<file path="config.mk">
export PLATFORM = sky130hd
export DESIGN_NAME = bds_pos
export DESIGN_NICKNAME = d
export VERILOG_FILES = /design/src/hdl/bds_pkg.sv /design/src/hdl/bds_pos.sv
export SDC_FILE = /design/constraint.sdc
export NUM_CORES = 2
export LEC_CHECK = 0
export ABC_AREA = 1
export BUFFER_PORTS_ARGS = -buffer_cell sky130_fd_sc_hd__buf_2
export CORE_UTILIZATION = 43
export CTS_BUF_LIST = sky130_fd_sc_hd__clkbuf_2
export CTS_CLUSTER_DIAMETER = 30
export DETAILED_ROUTE_END_ITERATION = 12
export PLACE_DENSITY = 0.62
export SYNTH_ARGS = -nofsm -noshare
export SYNTH_HDL_FRONTEND = slang
export SYNTH_SLANG_ARGS = --single-unit
</file>
<file path="constraint.sdc">
create_clock -name clk -period 13.5 [get_ports clk]
set_input_delay 2.025 -clock clk [delete_from_list [all_inputs] [get_ports clk]]
set_output_delay 2.025 -clock clk [all_outputs]
set_load 0.02 [all_outputs]
</file>
<file path="src/hdl/bds_pkg.sv">
// Shared types and constants of the box filter downscaler.
// Used by every module of the block; depends on nothing.
package bds_pkg;

  localparam int CFG_W       = 13;
  localparam int CH_W        = 2;
  localparam int IDX_W       = 3;
  localparam int SAMPLE_W    = 8;
  localparam int COORD_W     = 12;
  localparam int SUM_W       = 32;
  localparam int QUO_W       = 8;
  localparam int STEP_W      = 3;
  localparam int IN_DATA_W   = 24;
  localparam int OUT_DATA_W  = 48;
  localparam int OUT_CH      = 3;

  // Configuration register indexes
  localparam logic [IDX_W-1:0] REG_SRC_WIDTH  = 3'd0;
  localparam logic [IDX_W-1:0] REG_SRC_HEIGHT = 3'd1;
  localparam logic [IDX_W-1:0] REG_DST_WIDTH  = 3'd2;
  localparam logic [IDX_W-1:0] REG_DST_HEIGHT = 3'd3;
  localparam logic [IDX_W-1:0] REG_CHANNELS   = 3'd4;

  typedef enum logic [1:0] {
    ST_IDLE,
    ST_ACC,
    ST_DIV,
    ST_EMIT
  } state_t;

  // Control from the sequencer to every channel lane
  typedef struct packed {
    logic              acc_en;
    logic              first;
    logic              div_en;
    logic [STEP_W-1:0] step;
  } lane_ctl_t;

endpackage

</file>
<file path="src/hdl/bds_pos.sv">
// Configuration registers, cell boundary setup and source/destination position tracking.
// Depends on bds_pkg.
module bds_pos #(
  parameter int MAX_WIDTH    = 4096,
  parameter int MAX_HEIGHT   = 4096,
  parameter int MAX_CHANNELS = 3,
  parameter int DW           = 13
) (
  input  logic                       clk,
  input  logic                       rst,
  input  logic                       cfg_valid,
  output logic                       cfg_ready,
  input  logic [bds_pkg::IDX_W-1:0]  cfg_index,
  input  logic [bds_pkg::CFG_W-1:0]  cfg_data,
  input  logic                       adv,
  output logic                       busy,
  output logic                       first,
  output logic                       last,
  output logic                       frame_end,
  output logic [DW-1:0]              dst_col,
  output logic [DW-1:0]              dst_row,
  output logic [2*DW-1:0]            area,
  output logic [bds_pkg::CH_W-1:0]   ch
);
  import bds_pkg::*;

  localparam int CW    = (DW > CFG_W) ? DW : CFG_W;
  localparam int CNT_W = $clog2(DW + 1);

  logic [CFG_W-1:0] src_width, src_height, dst_width, dst_height;
  logic [CH_W-1:0]  channel_count;

  // Clamp the raw register values
  logic [CW-1:0] sw_c, sh_c, dw_c, dh_c, swr_x, shr_x, dwr_x, dhr_x;
  logic [DW-1:0] sw, sh, dw, dh;
  logic [2:0]    ch_x;

  always_comb begin
    swr_x = CW'(src_width);
    shr_x = CW'(src_height);
    dwr_x = CW'(dst_width);
    dhr_x = CW'(dst_height);
    sw_c = (swr_x == '0) ? CW'(1) : ((swr_x > CW'(MAX_WIDTH)) ? CW'(MAX_WIDTH) : swr_x);
    sh_c = (shr_x == '0) ? CW'(1) : ((shr_x > CW'(MAX_HEIGHT)) ? CW'(MAX_HEIGHT) : shr_x);
    dw_c = (dwr_x == '0) ? CW'(1) : ((dwr_x > sw_c) ? sw_c : dwr_x);
    dh_c = (dhr_x == '0) ? CW'(1) : ((dhr_x > sh_c) ? sh_c : dhr_x);
    sw = sw_c[DW-1:0];
    sh = sh_c[DW-1:0];
    dw = dw_c[DW-1:0];
    dh = dh_c[DW-1:0];
    ch_x = 3'(channel_count);
    if (ch_x == 3'd0) begin
      ch = CH_W'(1);
    end else if (ch_x > 3'(MAX_CHANNELS)) begin
      ch = CH_W'(MAX_CHANNELS);
    end else begin
      ch = channel_count;
    end
  end

  assign cfg_ready = 1'b1;

  // Write configuration registers
  always_ff @(posedge clk) begin
    if (rst) begin
      src_width     <= CFG_W'(1);
      src_height    <= CFG_W'(1);
      dst_width     <= CFG_W'(1);
      dst_height    <= CFG_W'(1);
      channel_count <= CH_W'(3);
    end else if (cfg_valid) begin
      case (cfg_index)
        REG_SRC_WIDTH:  src_width     <= cfg_data;
        REG_SRC_HEIGHT: src_height    <= cfg_data;
        REG_DST_WIDTH:  dst_width     <= cfg_data;
        REG_DST_HEIGHT: dst_height    <= cfg_data;
        REG_CHANNELS:   channel_count <= cfg_data[CH_W-1:0];
        default: ;
      endcase
    end
  end

  // Bit-serial dividers for source/destination (columns in slot 0, rows in slot 1)
  logic            start;
  logic [CNT_W-1:0] cnt;
  logic [DW-1:0]   num [2];
  logic [DW-1:0]   den [2];
  logic [DW-1:0]   rem [2];
  logic [DW-1:0]   quo [2];
  logic [DW:0]     trial [2];

  always_comb begin
    for (int k = 0; k < 2; k++) begin
      trial[k] = {rem[k], num[k][DW-1]};
    end
  end

  always_ff @(posedge clk) begin
    if (start) begin
      num[0] <= sw;
      num[1] <= sh;
      den[0] <= dw;
      den[1] <= dh;
      rem[0] <= '0;
      rem[1] <= '0;
      quo[0] <= '0;
      quo[1] <= '0;
    end else if (cnt != '0) begin
      for (int k = 0; k < 2; k++) begin
        num[k] <= {num[k][DW-2:0], 1'b0};
        if (trial[k] >= (DW+1)'(den[k])) begin
          rem[k] <= DW'(trial[k] - (DW+1)'(den[k]));
          quo[k] <= {quo[k][DW-2:0], 1'b1};
        end else begin
          rem[k] <= trial[k][DW-1:0];
          quo[k] <= {quo[k][DW-2:0], 1'b0};
        end
      end
    end
  end

  // Sequence the setup divide after reset and after each register write
  always_ff @(posedge clk) begin
    if (rst) begin
      start <= 1'b1;
      busy  <= 1'b1;
      cnt   <= '0;
    end else if (cfg_valid) begin
      start <= 1'b1;
      busy  <= 1'b1;
      cnt   <= '0;
    end else if (start) begin
      start <= 1'b0;
      cnt   <= CNT_W'(DW);
    end else if (cnt != '0) begin
      cnt <= cnt - CNT_W'(1);
    end else if (busy) begin
      busy <= 1'b0;
    end
  end

  // Position state
  logic [DW-1:0] src_col, col_start, col_end, col_rem;
  logic [DW-1:0] src_row, row_start, row_end, row_rem;

  logic [DW-1:0] sc1, dc1, sr1, dr1, col_end_adv, row_end_adv;
  logic [DW:0]   csum, rsum;
  logic          col_hit, col_wrap, row_hit, row_wrap, cgo, rgo;

  always_comb begin
    sc1 = src_col + DW'(1);
    dc1 = dst_col + DW'(1);
    sr1 = src_row + DW'(1);
    dr1 = dst_row + DW'(1);
    csum = (DW+1)'(col_rem) + (DW+1)'(rem[0]);
    rsum = (DW+1)'(row_rem) + (DW+1)'(rem[1]);
    cgo = csum >= (DW+1)'(dw);
    rgo = rsum >= (DW+1)'(dh);
    col_end_adv = col_end + quo[0] + DW'(cgo);
    row_end_adv = row_end + quo[1] + DW'(rgo);
    col_hit  = sc1 >= col_end;
    col_wrap = (sc1 >= sw) || (col_hit && (dc1 >= dw));
    row_hit  = sr1 >= row_end;
    row_wrap = (sr1 >= sh) || (row_hit && (dr1 >= dh));
    first = (src_col == col_start) && (src_row == row_start);
    last  = (sc1 == col_end) && (sr1 == row_end);
    frame_end = (dc1 == dw) && (dr1 == dh);
    area = (2*DW)'(col_end - col_start) * (2*DW)'(row_end - row_start);
  end

  // Advance the position one source pixel, or restart the frame
  always_ff @(posedge clk) begin
    if (rst || (busy && !start && cnt == '0) || (adv && col_wrap && row_wrap)) begin
      src_col   <= '0;
      dst_col   <= '0;
      col_start <= '0;
      col_end   <= quo[0];
      col_rem   <= rem[0];
      src_row   <= '0;
      dst_row   <= '0;
      row_start <= '0;
      row_end   <= quo[1];
      row_rem   <= rem[1];
    end else if (adv) begin
      if (col_wrap) begin
        src_col   <= '0;
        dst_col   <= '0;
        col_start <= '0;
        col_end   <= quo[0];
        col_rem   <= rem[0];
        src_row   <= sr1;
        if (row_hit) begin
          dst_row   <= dr1;
          row_start <= row_end;
          row_end   <= row_end_adv;
          row_rem   <= rgo ? DW'(rsum - (DW+1)'(dh)) : rsum[DW-1:0];
        end
      end else begin
        src_col <= sc1;
        if (col_hit) begin
          dst_col   <= dc1;
          col_start <= col_end;
          col_end   <= col_end_adv;
          col_rem   <= cgo ? DW'(csum - (DW+1)'(dw)) : csum[DW-1:0];
        end
      end
    end
  end

endmodule

</file>
======== After elaboration in Yosys (flattened, before gate mapping) ========
Memory sizes are Yosys's and may differ from the RTL's.
Index checks and enable logic that the tools add are counted.
storage, ports and cells
  output and inout port bits .............. 59
  bits in registers ....................... 190
  memory bits (writable) .................. 104
  input bits .............................. 20
  word-level logic and storage cells ...... 184
  memories ................................ 4
memory list
  memory  depth  bits a word  rd ports  clocked after Yosys merged registers in  write ports  RTL line       text
  den     2      13           2         0                                        2            bds_pos.sv:87  logic [DW-1:0] den [2];
  num     2      13           2         0                                        2            bds_pos.sv:86  logic [DW-1:0] num [2];
  quo     2      13           2         0                                        2            bds_pos.sv:89  logic [DW-1:0] quo [2];
  rem     2      13           2         0                                        2            bds_pos.sv:88  logic [DW-1:0] rem [2];
operators by class
  muxes and demuxes ....................... 66
  reduce and logical (&&, ||, !) cells .... 41
  $add $sub $neg .......................... 17
  bitwise operators ....................... 12
  eq/ne operators ......................... 10
  multipliers ............................. 1
  order comparisons ....................... 14
operators with widths
  operator               count
  $mux 13                41
  $eq 13x13->1           6
  $ge 13x13->1           6
  $ge 14x13->1           4
  $add 13x1->13 const B  4
  $logic_not 13->1       4
  $sub 13x13->13         4
  $add 13x13->14         2
  $sub 13x13->14         2
  $add 13x1->13          2
  $add 13x13->13         2
  $gt 13x13->1           2
  $gt 13x13->1 const B   2
  $mul 14x14->26         1
  $mux 1                 22
  $reduce_and 2->1       9
  $or 1x1->1             10
  $reduce_bool 2->1      5
  $logic_and 1x1->1      9
  $mux 4                 2
  $eq 3x2->1 const B     2
  $reduce_and 3->1       2
  $logic_not 4->1        1
  $logic_or 1x1->1       4
  other kinds (12)       13

======== Logic depth before layout (Yosys ltp) ========
  word-level depth ........................ 14
  gate-level depth with buffers ........... 45
  gate-level depth less buffers ........... 43

======== Worst setup path before layout ========
Ideal clock, no wire load.
  kind .................................... reg2out
  start point ............................. register row_end[0]
  end point ............................... output port area[24]
  cell stages (with the launch flop) ...... 34
  arrival ................................. 7.190 ns
  setup slack ............................. 4.285 ns
  data required time ...................... 11.475 ns
  buffers on the path ..................... 0
  path through ............................ edfxtp_1 inv_1 ha_1 inv_1 fa_1 nand3_1 nand2_1 xor2_1 inv_1 nor2_1 fa_1 fa_1 inv_1 fa_1 inv_1 fa_1 fa_1 inv_1 fa_1 inv_1 ha_1 nand2_1 nor2_1 inv_1 nor2_1 nand4_1 nand3_1 nand2_1 nand2_1 nand2_1 nand2_1 nand2_1 nand2_1 xor2_1
between the ends
  cells in the longest elaborated chain, start to end .. 2
RTL lines
  item                    RTL line        text
  from (decl)             bds_pos.sv:144  logic [DW-1:0] src_row, row_start, row_end, row_rem;
  from (signal assigned)  bds_pos.sv:182  row_end <= quo[1];
  from (signal assigned)  bds_pos.sv:195  row_end <= row_end_adv;
  $sub 13x13->14          bds_pos.sv:168  area = (2*DW)'(col_end - col_start) * (2*DW)'(row_end - row_start);
  $mul 14x14->26          bds_pos.sv:168
  to (decl)               bds_pos.sv:22   output logic [2*DW-1:0] area,
No other way between the ends.

======== Worst setup path in the final report ========
Same ends and word-level chain as after synthesis.

==> results.toml <==
[drt]
via_count = 24870
viasPerCell = 5.123
dr_wl_met2_mm = 35.91
drt-met1-wl_mm = 36.91
wl_mm = 78.75
top_layer = "met5"
ant_nets = 0
wl_met3_mm = 3.992
routedWlPerCell_um = 16.22
dr.pass1.iters = 6
drc = 0
drtIter0Drc = 1776

[cts]
clkTransAtPathRegs_ns = 0.10
clock_insertion_delay_worst_skew_ns = 1.08
cts_resized = 0
cts_sinks = 294
cts-root-buf = "clkbuf_2"
cts_tree = "yes"
cts_buffer_depth = 3
cts_setup_buffers = 0
numCtsBuffers = 85
h-tree-depth = 3
hold_buffers = 0

[critical_path]
cp.required_ns = 11.48
worstSetupEndpointType = "output pin"
critPathKind = "flip-flop to output pin"
rrSetupSlack_ns = 5.78
critPathArrivalTime_ns = 9.04
slowest_delay_ns = 0.92
slowest_stage = "fa_1"
cp_max_fo = 9
path_common_cell = "inv_1"
crit_path_start_kind = "flip-flop"

[placed_design]
dp_slack_ns = 3.421
io_buffers = 77
placed_area_mm2 = 0.03038
globalplace.congestion = 0.9638
post-dp-hpwl_mm = 62.63

[timing]
final_max_slew_viol_count = 0
setup_viol = 0
finalClockSkew_ns = 0.09335
setup_slack_ns = 2.433
period_share_pct = 81.97
rsz0062_at_grt = "false"
min_period_ns = 11.07
worst_pin_slew_ns = 1.090
setup-tns-final_ns = 0
max_slew_margin_pct = 26.80
fmax_mhz = 90.36
hold_viol = 0

[job]
max-cap-violations = 0

[yosys]
synth_warnings = 0
synth_edf_count = 155
seq_area_frac_synth_pct = 25.46
yosysTopAreaCellShare_pct = 15.94
postSynth.asyncResetShare_pct = 0
synth_cell_types = 64
ys_top_cells_by_area = "edfxtp_1 16%, fa_1 13%, ha_1 13%"
ys_seq_elements = 294
synth_commonest_cells = "821 x nand2_1, 658 x inv_1, 369 x nor2_1"
synth_area_leader_cell = "edfxtp_1"
syn_area_mm2 = 0.02921
syn_nets = 4316
synth_cells = 3802
synth_most_common_cell = "nand2_1"
avgSynthCellArea_um2 = 7.682
synth_ff_type = "edfxtp_1"

[cells_and_area]
area_growth_pct = 6.824
finish.utilization_pct = 46.46
final_nets = 4427
layout-drive-gt1-share_pct = 8.289
fill_cells = 6805
final_area_mm2 = 0.03120

[grt]
overflow = 0
grt_pass1_vias = 24280
grt_pass1_wl_mm = 128.0
grt_use_total_pct = 22.97
antenna_found_initial = 2
grt_max_degree = 61

[floorplanning]
core_mm2 = 0.06716
die_width_um = 262.6
start_util_pct = 43.49
die_area_mm2 = 0.06897
num_io_pins = 79
die_h_um = 262.6
num_rows = 95

[worst_hold_path]
min_path_type = "flip-flop to flip-flop"

[status]
outcome = "completed"
-- kinds of logic (layout without fill, tap and decap cells) --
group                      after synthesis  after routing  synth area share, %
buffers and inverters                  744            923                10.19
xor gates and xnor gates               169            169                5.145
DFF                                    294            294                25.46
other                                    1              2              0.01284
adders and majority gates              494            494                26.17
and+or+nand+nor                       1498           1498                21.52
AOI/OAI and AO/OA                      602            602                11.49
-- path summary, 6_finish.rpt --
path / end / startpoint / cells past startpoint
worst max-delay path: area[24] / row_end[0] / 34
worst max register to register: col_end[10] / src_width[5] / 37
worst min register to register: cnt[0] / cnt[0] / 1
worst min-delay path: cnt[0] / cnt[0] / 1
-- layout make-up --
class,instances,area (um^2),share of cell area (%)
Sequential cell,294,7437,23.84
Clock buffer,116,580.6,1.861
Inverter,675,2545,8.157
Multi-Input combinational cell,2764,18800,60.26
Tap cell,873,1092,3.501
Antenna cell,1,2.502,0.008021
Timing Repair Buffer,93,505.5,1.620
Clock inverter,39,236.5,0.7579
-- per-layer routing --
metal	vias up	global-route usage (%)
met5	-	0
met1	11600	31.30
met4	2	7.615
met2	613	37.64
li1	12530	-
met3	121	2.914
-- through the flow --
step	cells	hold WS [ns]
final	4855	0.4642
after global routing	4855	0.4905
after CTS	4854	0.4651
after detailed placement	4699	0.4529
after global placement	4699	0.4409
after floorplan	3802	0.4217
-- cell usage in the layout (no fill, tap or decap), types with 17 or more instances in the layout --
cell type,count
clkinv_1,22
nor2_1,368
nand4_1,50
inv_1,657
nand2_2,19
ha_1,299
xnor2_1,44
o21ai_0,204
a21o_1,17
nand3_1,133
fa_1,195
nand2_1,821
nor3_1,38
o21ai_1,25
a21oi_1,250
edfxtp_1,155
buf_2,77
clkbuf_2,116
xor2_1,122
a21oi_2,22
dfxtp_1,139
-- critical path: cells and delay by family (launching register included) --
kind,cells,cell delay (ns)
flops,1,0.50
xor+xnor,1,0.14
simple gates,14,1.91
buf+inv,10,1.02
fa+ha+maj,9,4.46
-- state kept, by name, indices dropped and copies added (netlist names), 26 cells and up --
register / cells
quo: 26
num: 26
den: 26
rem: 26
Power is left out: the tool's default activity adds up to more than one toggle a clock period on the data nets, which glitch-free logic cannot reach.
