===== src/hdl/bds_pkg.sv =====
// Shared types and constants of the box filter downscaler.
// Used by every module of the block; depends on nothing.
package bds_pkg;

  localparam int CFG_W       = 13;
  localparam int CH_W        = 2;
  localparam int IDX_W       = 3;
  localparam int SAMPLE_W    = 8;
  localparam int COORD_W     = 12;
  localparam int SUM_W       = 32;
  localparam int QUO_W       = 8;
  localparam int STEP_W      = 3;
  localparam int IN_DATA_W   = 24;
  localparam int OUT_DATA_W  = 48;
  localparam int OUT_CH      = 3;

  // Configuration register indexes
  localparam logic [IDX_W-1:0] REG_SRC_WIDTH  = 3'd0;
  localparam logic [IDX_W-1:0] REG_SRC_HEIGHT = 3'd1;
  localparam logic [IDX_W-1:0] REG_DST_WIDTH  = 3'd2;
  localparam logic [IDX_W-1:0] REG_DST_HEIGHT = 3'd3;
  localparam logic [IDX_W-1:0] REG_CHANNELS   = 3'd4;

  typedef enum logic [1:0] {
    ST_IDLE,
    ST_ACC,
    ST_DIV,
    ST_EMIT
  } state_t;

  // Control from the sequencer to every channel lane
  typedef struct packed {
    logic              acc_en;
    logic              first;
    logic              div_en;
    logic [STEP_W-1:0] step;
  } lane_ctl_t;

endpackage


===== src/hdl/bds_merge.sv =====
// Merge stage: gathers lane quotients and coordinates into the output register.
// Depends on bds_pkg.
module bds_merge #(
  parameter int LANES = 3
) (
  input  logic                             clk,
  input  logic                             rst,
  input  logic                             load,
  input  logic [bds_pkg::QUO_W-1:0]        quo [LANES],
  input  logic [bds_pkg::CH_W-1:0]         ch,
  input  logic [bds_pkg::COORD_W-1:0]      x,
  input  logic [bds_pkg::COORD_W-1:0]      y,
  input  logic                             flast,
  output logic                             can_load,
  output logic                             m_axis_tvalid,
  input  logic                             m_axis_tready,
  output logic [bds_pkg::OUT_DATA_W-1:0]   m_axis_tdata,
  output logic                             m_axis_tlast
);
  import bds_pkg::*;

  logic [QUO_W-1:0] chan [OUT_CH];

  // Zero the channels that are not in use
  always_comb begin
    for (int c = 0; c < OUT_CH; c++) begin
      chan[c] = '0;
    end
    for (int c = 0; c < LANES; c++) begin
      if (3'(c) < 3'(ch)) begin
        chan[c] = quo[c];
      end
    end
  end

  assign can_load = !m_axis_tvalid || m_axis_tready;

  always_ff @(posedge clk) begin
    if (rst) begin
      m_axis_tvalid <= 1'b0;
    end else if (load) begin
      m_axis_tvalid <= 1'b1;
    end else if (m_axis_tready) begin
      m_axis_tvalid <= 1'b0;
    end
  end

  // Hold the beat until it is taken
  always_ff @(posedge clk) begin
    if (load) begin
      m_axis_tdata <= {y, x, chan[2], chan[1], chan[0]};
      m_axis_tlast <= flast;
    end
  end

endmodule


===== config.mk =====
export PLATFORM = sky130hd
export DESIGN_NAME = bds_merge
export DESIGN_NICKNAME = d
export VERILOG_FILES = /design/src/hdl/bds_pkg.sv /design/src/hdl/bds_merge.sv
export SDC_FILE = /design/constraint.sdc
export NUM_CORES = 1
export LEC_CHECK = 0
export BUFFER_PORTS_ARGS = -buffer_cell sky130_fd_sc_hd__buf_2
export CAP_MARGIN = 20
export CORE_ASPECT_RATIO = 0.9
export CORE_MARGIN = 2
export CORE_UTILIZATION = 44
export DETAILED_ROUTE_END_ITERATION = 12
export GPL_TIMING_DRIVEN = 0
export PLACE_DENSITY_LB_ADDON = 0.1
export SLEW_MARGIN = 40
export SYNTH_ARGS = -nofsm -noshare
export SYNTH_HDL_FRONTEND = slang
export SYNTH_SLANG_ARGS = --single-unit

===== constraint.sdc =====
create_clock -name clk -period 0.91 [get_ports clk]
set_input_delay 0 -clock clk [delete_from_list [all_inputs] [get_ports clk]]
set_output_delay 0 -clock clk [all_outputs]
set_load 0.03 [all_outputs]

# Yosys cells after proc, flatten, opt, wreduce, memory -nomap -nowiden
# Cells that the tools add are included.
# classes
magnitude_cmp	3
n_mux	2
reduce_logical	3
# ops
operator	count
1-bit by 2-bit < comparator with 1-bit output, first input constant	2
2-bit < comparator, first input constant	1
1-bit 2-to-1 mux	2
2-bit nonzero test	1
1-bit logical NOT	1
1-bit logical OR	1
# word_totals
register_bits	50
in_bits	55
out_inout_bits	51
elab_cells	14

# Longest topological paths before layout
# Gate-level depths: netlist (run 1).
# logic_depth
ltp_word	2
depth_mapped	2
depth_no_buf	2

# Worst setup path after synthesis (run 1)
# OpenSTA, ideal clock, no wires.
# synth_timing
path_type	register to register
from	reg m_axis_tvalid (netlist name)
to	reg m_axis_tvalid
setup_time_ns	0.072
t_arrival_ns	0.950
t_required_ns	0.838
path_slack_ns	-0.113
stages_incl_launch_ff	3
n_path_buf	0
period_less_slack_ns	1.023
cell_sequence	dfxtp_1 -> nand2b_1 -> a21oi_1
# synth_rtl
item	line	source
end signal: assignment	bds_merge.sv:40	m_axis_tvalid <= 1'b0;
end signal: assignment	bds_merge.sv:42	m_axis_tvalid <= 1'b1;
end signal: assignment	bds_merge.sv:44	m_axis_tvalid <= 1'b0;
end: declaration	bds_merge.sv:15	output logic m_axis_tvalid,

# Final worst setup path (run 1)
# layout_timing
from	reg m_axis_tdata[13] in the netlist's numbering
to	out m_axis_tdata[13] in the netlist's numbering
# layout_rtl
item	line	source
start: declaration	bds_merge.sv:17	output logic [bds_pkg::OUT_DATA_W-1:0] m_axis_tdata,
start signal: assignment	bds_merge.sv:51	m_axis_tdata <= {y, x, chan[2], chan[1], chan[0]};
# No word-level cell between the ends.

==> impl_metrics.env, run 1 <==
export IMPL_yosys_top_cells_count="edfxtp_1 (49), and2_1 (8), and3_1 (8), nor2b_1 (8)"
export IMPL_r2r_slack_ps=280
export IMPL_grt_pass1_vias=1289
export IMPL_cp_slowest_cell="edfxtp_1"
export IMPL_async_flop_share_pct=0
export IMPL_syn_inst=79
export IMPL_vias=1237
export IMPL_hpwl_um=2280
export IMPL_cts_tree="built"
export IMPL_yosys_warnings=0
export IMPL_cts_buffers_inserted=5
export IMPL_tns_ps=0
export IMPL_peakVddDrop_mv=1.18
export IMPL_rsz0062_at_grt="yes"
export IMPL_die_h_um=62.5
export IMPL_cts_setup_buffers=0
export IMPL_vias_per_cell=4.47
export IMPL_avgRoutedWirePerCell_um=12.8
export IMPL_max_stage_delay_ps=390
export IMPL_r2r_end="m_axis_tvalid"
export IMPL_die_x_um=68.9
export IMPL_synth_top_family_by_area="simple AND/OR/NAND/NOR gates"
export IMPL_cts_buffer_depth=2
export IMPL_endpoint_kind="output pin"
export IMPL_setup_viol=0
export IMPL_cap_violations=0
export IMPL_design_area_mm2=0.00275
export IMPL_start_kind="flip-flop"
export IMPL_fmax_ghz=1.14
export IMPL_yosysSeqAreaShare_pct=89.3
export IMPL_antennaDiodeCount=0
export IMPL_synth_flop_cell="edfxtp_1"
export IMPL_cts_htree_levels=2
export IMPL_power_density_mw_per_mm2=1790
export IMPL_min_from="m_axis_tready"
export IMPL_holdBufCountCts=39
export IMPL_grt_antenna_before_repair=0
export IMPL_crit_required_ps=910
export IMPL_ant_nets=0
export IMPL_cts_root_buffer="clkbuf_8"
export IMPL_synthSimpleGateAreaFrac_pct=9.74
export IMPL_area_delta_synth_final_pct=64.6
export IMPL_finalCritPeriodShare_pct=96.1
export IMPL_synth_mux_area_share_pct=0
export IMPL_drc=0
export IMPL_path_delay_family="flip-flops"
export IMPL_track_usage_pct=17.3
export IMPL_synth_seq_cells=50
export IMPL_wirelength_um=3560
export IMPL_nets=285
export IMPL_syn_area_mm2=0.00167
export IMPL_path_clk_slew_ps=80
export IMPL_dpl_cell_area_mm2=0.00226
export IMPL_yosysTopAreaCell="edfxtp_1"
export IMPL_ios=106
export IMPL_hold_path_class="in -> reg"
export IMPL_synth_fa_ha_area_share_pct=0
export IMPL_synth_edff_count=49
export IMPL_numPortBuffers=105
export IMPL_rows=21
export IMPL_post_synth_top_area_fraction_pct=88.1
export IMPL_grt_max_degree=51
export IMPL_firstDrtPassIters=4
export IMPL_synth_area_per_cell_um2=21.1
export IMPL_clkSinkCount=50
export IMPL_r2r_start="m_axis_tvalid"
export IMPL_yosysMostFrequentCell="edfxtp_1"
export IMPL_path_class="reg -> out"
export IMPL_synth_xor_xnor_area_share_pct=0
export IMPL_grt_ovfl_total=0
export IMPL_hold_violations=1
export IMPL_fin_skew_ps=0
export IMPL_synth_cell_types=10
export IMPL_grt_pass1_wl_um=5380
export IMPL_status="finished, violations left"
export IMPL_p_leak_nw=1.21
export IMPL_clk_latency_ps=290
export IMPL_crit_buf_inv=1
export IMPL_min_to="m_axis_tvalid"
export IMPL_ys_top_cells_by_area="edfxtp_1 (88%), and2_1 (3.0%), and3_1 (3.0%)"
export IMPL_critPathMaxFanout=1
export IMPL_fin_util_pct=74.8
export IMPL_holdPathStages=3
export IMPL_violations="negative hold slack"
export IMPL_synth_nets=134
export IMPL_synth_compound_area_share_pct=0.300
export IMPL_crit_arrival_ps=870
export IMPL_finalMaxSlewViolations=0
export IMPL_reg2reg_depth=2
export IMPL_crit_chain="buf_2"
export IMPL_tightest_slew_ps=602
export IMPL_whs_ps=-15.0
export IMPL_core_mm2=0.00368
export IMPL_drtIter0Drc=68
export IMPL_min_period_ps=875
export IMPL_start_util_pct=45.4
export IMPL_layout_drive_gt1_share_pct=50.2
export IMPL_die_area_mm2=0.00431
export IMPL_maxSlewHeadroom_pct=59.9
export IMPL_place_congestion=0.642
[worst reg2reg max path, stage by stage, from the launching register on]
cell	delay [ps]
dfxtp_2	350
nand2b_2	60
a21oi_1	150
[stage by stage]
step | std cells | hold slack (ps) | power, mW | setup WS (ps)
after floorplan | 79 | 61.7 | 3.25 | 103
after global placement | 230 | 148 | 3.56 | -268
after detailed placement | 230 | 154 | 3.58 | 23.4
after CTS | 277 | -41.5 | 4.96 | 6.43
after global routing | 277 | -13.3 | 5.13 | -1.69
final | 277 | -15.0 | 4.92 | 35.5
[metal layers]
metal	part of all wire (%)	GRT usage (%)
met1	35	16.7
met5	0	0
met4	3.3	8.09
met3	9.2	6.85
met2	52	30.8
[cell usage in the layout (no fill, tap or decap), types with 3 or more instances in the layout]
| master | count |
|---|---|
| buf_2 | 102 |
| and3_1 | 8 |
| nor2b_1 | 8 |
| buf_4 | 3 |
| and2_1 | 8 |
| edfxtp_1 | 49 |
| clkbuf_8 | 6 |
| dlygate4sd3_1 | 39 |
[power breakdown]
part / switching, mW / internal (mW)
combinational: 0.545 / 0.344
clock: 0.645 / 0.613
sequential: 0.0435 / 2.73
total: 1.23 / 3.68
[how the worst max path moves through the flow]
stage	from	end	slack (ps)	cells past startpoint
6_report	m_axis_tdata[13]	m_axis_tdata[13]	40	1
5_1_grt	m_axis_tdata[29]	m_axis_tdata[29]	-2	1
4_1_cts	m_axis_tdata[29]	m_axis_tdata[29]	6	1
3_5_place_dp	load	m_axis_tdata[18]	20	1
3_3_place_gp	load	m_axis_tdata[14]	-270	1
2_1_floorplan	m_axis_tvalid	m_axis_tvalid	100	2
[state kept, by name (all words and copies together) (netlist names)]
register	flops
m_axis_tlast	1
m_axis_tvalid	1
m_axis_tdata	48
[cell type report]
type                    count  area (um2)
well taps                  46        57.6
clock buffers               7        86.3
multi-input cells          27         170
flip-flops and latches     50        1490
plain buffers               1        7.51
repair buffers            144         927
inverters                   1        3.75
fillers                   245         928
clock inverters             1        5.00
[logic make-up after synthesis]
kind of cell,count (synthesis)
flops,50
compound gates,1
buf+inv,2
simple gates,26
[repair_timing]
action,CTS,global route
endpoints found under the setup margin,0,2
hold endpoints to repair,39,1
gates resized for setup,0,5
Note: power is estimated with default switching activity, not from simulation.
==> inputs of run 2 (changes only) <==
--- a/config.mk
+++ b/config.mk
@@ -13,6 +13,7 @@
 export DETAILED_ROUTE_END_ITERATION = 12
 export GPL_TIMING_DRIVEN = 0
 export PLACE_DENSITY_LB_ADDON = 0.1
+export REMOVE_ABC_BUFFERS = 1
 export SLEW_MARGIN = 40
 export SYNTH_ARGS = -nofsm -noshare
 export SYNTH_HDL_FRONTEND = slang
==> run 2 against run 1 <==
Net effect: the run now ends clean; clock skew stayed put; critical path depth stayed put; non-clock buffer count is 2 lower; via count is 1.9% lower; die area stayed put; register-to-register slack better by 40 ps.
==> impl_metrics.env, run 2 (same netlist as run 1, synthesis figures left out) <==
export IMPL_status="complete, no violations"
export IMPL_track_usage_pct=17.1
export IMPL_die_area_mm2=0.00431
export IMPL_peakVddDrop_mv=1.08
export IMPL_mostFrequentLayoutCell="buf_2"
export IMPL_clkSinkCount=50
export IMPL_cts_tree="built"
export IMPL_cts_buffers_inserted=5
export IMPL_grt_ovfl_total=0
export IMPL_grt_max_degree=51
export IMPL_antennaDiodeCount=0
export IMPL_final_cell_mix="buf_2 (102), edfxtp_1 (49), dlygate4sd3_1 (38)"
export IMPL_firstDrtPassIters=3
export IMPL_cap_violations=0
export IMPL_p_leak_nw=1.21
export IMPL_dp_cells=229
export IMPL_tightest_slew_ps=600
export IMPL_finalPower_mw=5.12
export IMPL_path_clk_slew_ps=80
export IMPL_reg_largest_list="m_axis_tdata: 48 flops, m_axis_tlast: 1 flops, m_axis_tvalid: 1 flops"
export IMPL_layout_setup_ws_ps=36.8
export IMPL_maxSlewHeadroom_pct=60.0
export IMPL_cts_buffer_depth=2
export IMPL_cts_htree_levels=2
export IMPL_cp_slowest_cell="edfxtp_1"
export IMPL_path_class="reg -> out"
export IMPL_vias_per_cell=4.41
export IMPL_hpwl_um=2150
export IMPL_largest_reg_flops=48
export IMPL_rsz0062_at_grt="no"
export IMPL_area_delta_synth_final_pct=64.0
export IMPL_cts_root_buffer="clkbuf_8"
export IMPL_place_congestion=0.650
export IMPL_ios=106
export IMPL_crit_buf_inv=1
export IMPL_top_register="m_axis_tdata"
export IMPL_die_x_um=68.9
export IMPL_path_delay_family="flip-flops"
export IMPL_power_density_mw_per_mm2=1870
export IMPL_wirelength_um=3460
export IMPL_tns_ps=0
export IMPL_drtIter0Drc=67
export IMPL_crit_chain="buf_2"
export IMPL_layout_drive_gt1_share_pct=48.9
export IMPL_clk_latency_ps=290
export IMPL_max_stage_delay_ps=390
export IMPL_grt_pass1_wl_um=5240
export IMPL_hold_path_class="in -> reg"
export IMPL_crit_required_ps=910
export IMPL_vias=1214
export IMPL_finalCritPeriodShare_pct=96.0
export IMPL_crit_arrival_ps=870
export IMPL_ant_nets=0
export IMPL_design_area_mm2=0.00274
export IMPL_grt_pass1_vias=1238
export IMPL_cts_setup_buffers=0
export IMPL_grt_antenna_before_repair=0
export IMPL_hold_violations=0
export IMPL_fmax_ghz=1.15
export IMPL_fin_skew_ps=0
export IMPL_avgRoutedWirePerCell_um=12.6
export IMPL_start_kind="flip-flop"
export IMPL_core_mm2=0.00368
export IMPL_numPortBuffers=105
export IMPL_drc=0
export IMPL_post_place_ws_ps=24.1
export IMPL_critPathMaxFanout=1
export IMPL_setup_viol=0
export IMPL_finalMaxSlewViolations=0
export IMPL_nets=283
export IMPL_dpl_cell_area_mm2=0.00225
export IMPL_min_period_ps=873
export IMPL_endpoint_kind="output pin"
export IMPL_die_h_um=62.5
export IMPL_final_cell_count_no_fill=275
export IMPL_rows=21
export IMPL_start_util_pct=45.4
==> run 2: changes by cell type in the layout (fill, tap and decap cells not counted), sizes merged <==
cell,change
dlygate4sd3,-1
bufinv,+1
clkinv,-1
buf,-1
==> run 2: layout make-up <==
class                           count  area (um2)
Tap cell                           46        57.6
Inverter                            1        3.75
Clock buffer                        7        76.3
Sequential cell                    50        1490
Clock inverter                      1        30.0
Timing Repair Buffer              143         913
Fill cell                         260         938
Multi-Input combinational cell     27         168
==> run 2: timing repair <==
| action | in CTS | in global routing |
|---|---|---|
| hold buffers | 38 | 0 |
| resized for setup | 0 | 4 |
| endpoints found under the hold margin | 38 | 0 |
| setup endpoints to repair | 0 | 2 |
==> run 2: path summary, 6_finish.rpt <==
kind	cells after the start	slack [ps]	to	start
worst min register to register	2	500	m_axis_tvalid	m_axis_tvalid
worst max-delay path	1	40	m_axis_tdata[9]	m_axis_tdata[9]
worst max register to register	2	320	m_axis_tvalid	m_axis_tvalid
worst min-delay path	3	0.5	m_axis_tvalid	m_axis_tready
==> run 2: routing by layer <==
metal,wire [um],GRT usage (%),vias up,part of all wire (%)
met2,1730,29.0,70,50
met5,0,0,-,0
met4,79,8.58,0,2.3
met3,365,6.67,12,11
met1,1280,17.9,541,37
li1,-,-,591,-
==> run 2: metrics by stage <==
step	hold WS, ps	util, %
CTS	-20.2	74.4
floorplan	69.1	-
finish	0.501	74.5
global route	0.292	74.5
detailed placement	160	61.1
global placement	158	61.1
==> run 2: worst reg2reg max path: cells and delay by family, from the launching register on <==
kind | cells | cell delay, ps
DFF | 1 | 330
AOI/OAI and AO/OA | 1 | 130
and+or+nand+nor | 1 | 70
==> run 2: power breakdown <==
group	total, mW	switching [mW]	leakage [nW]	internal, mW
sequential	2.76	0.0396	0.484	2.72
clock	1.47	0.652	0.0524	0.822
combinational	0.881	0.545	0.671	0.336
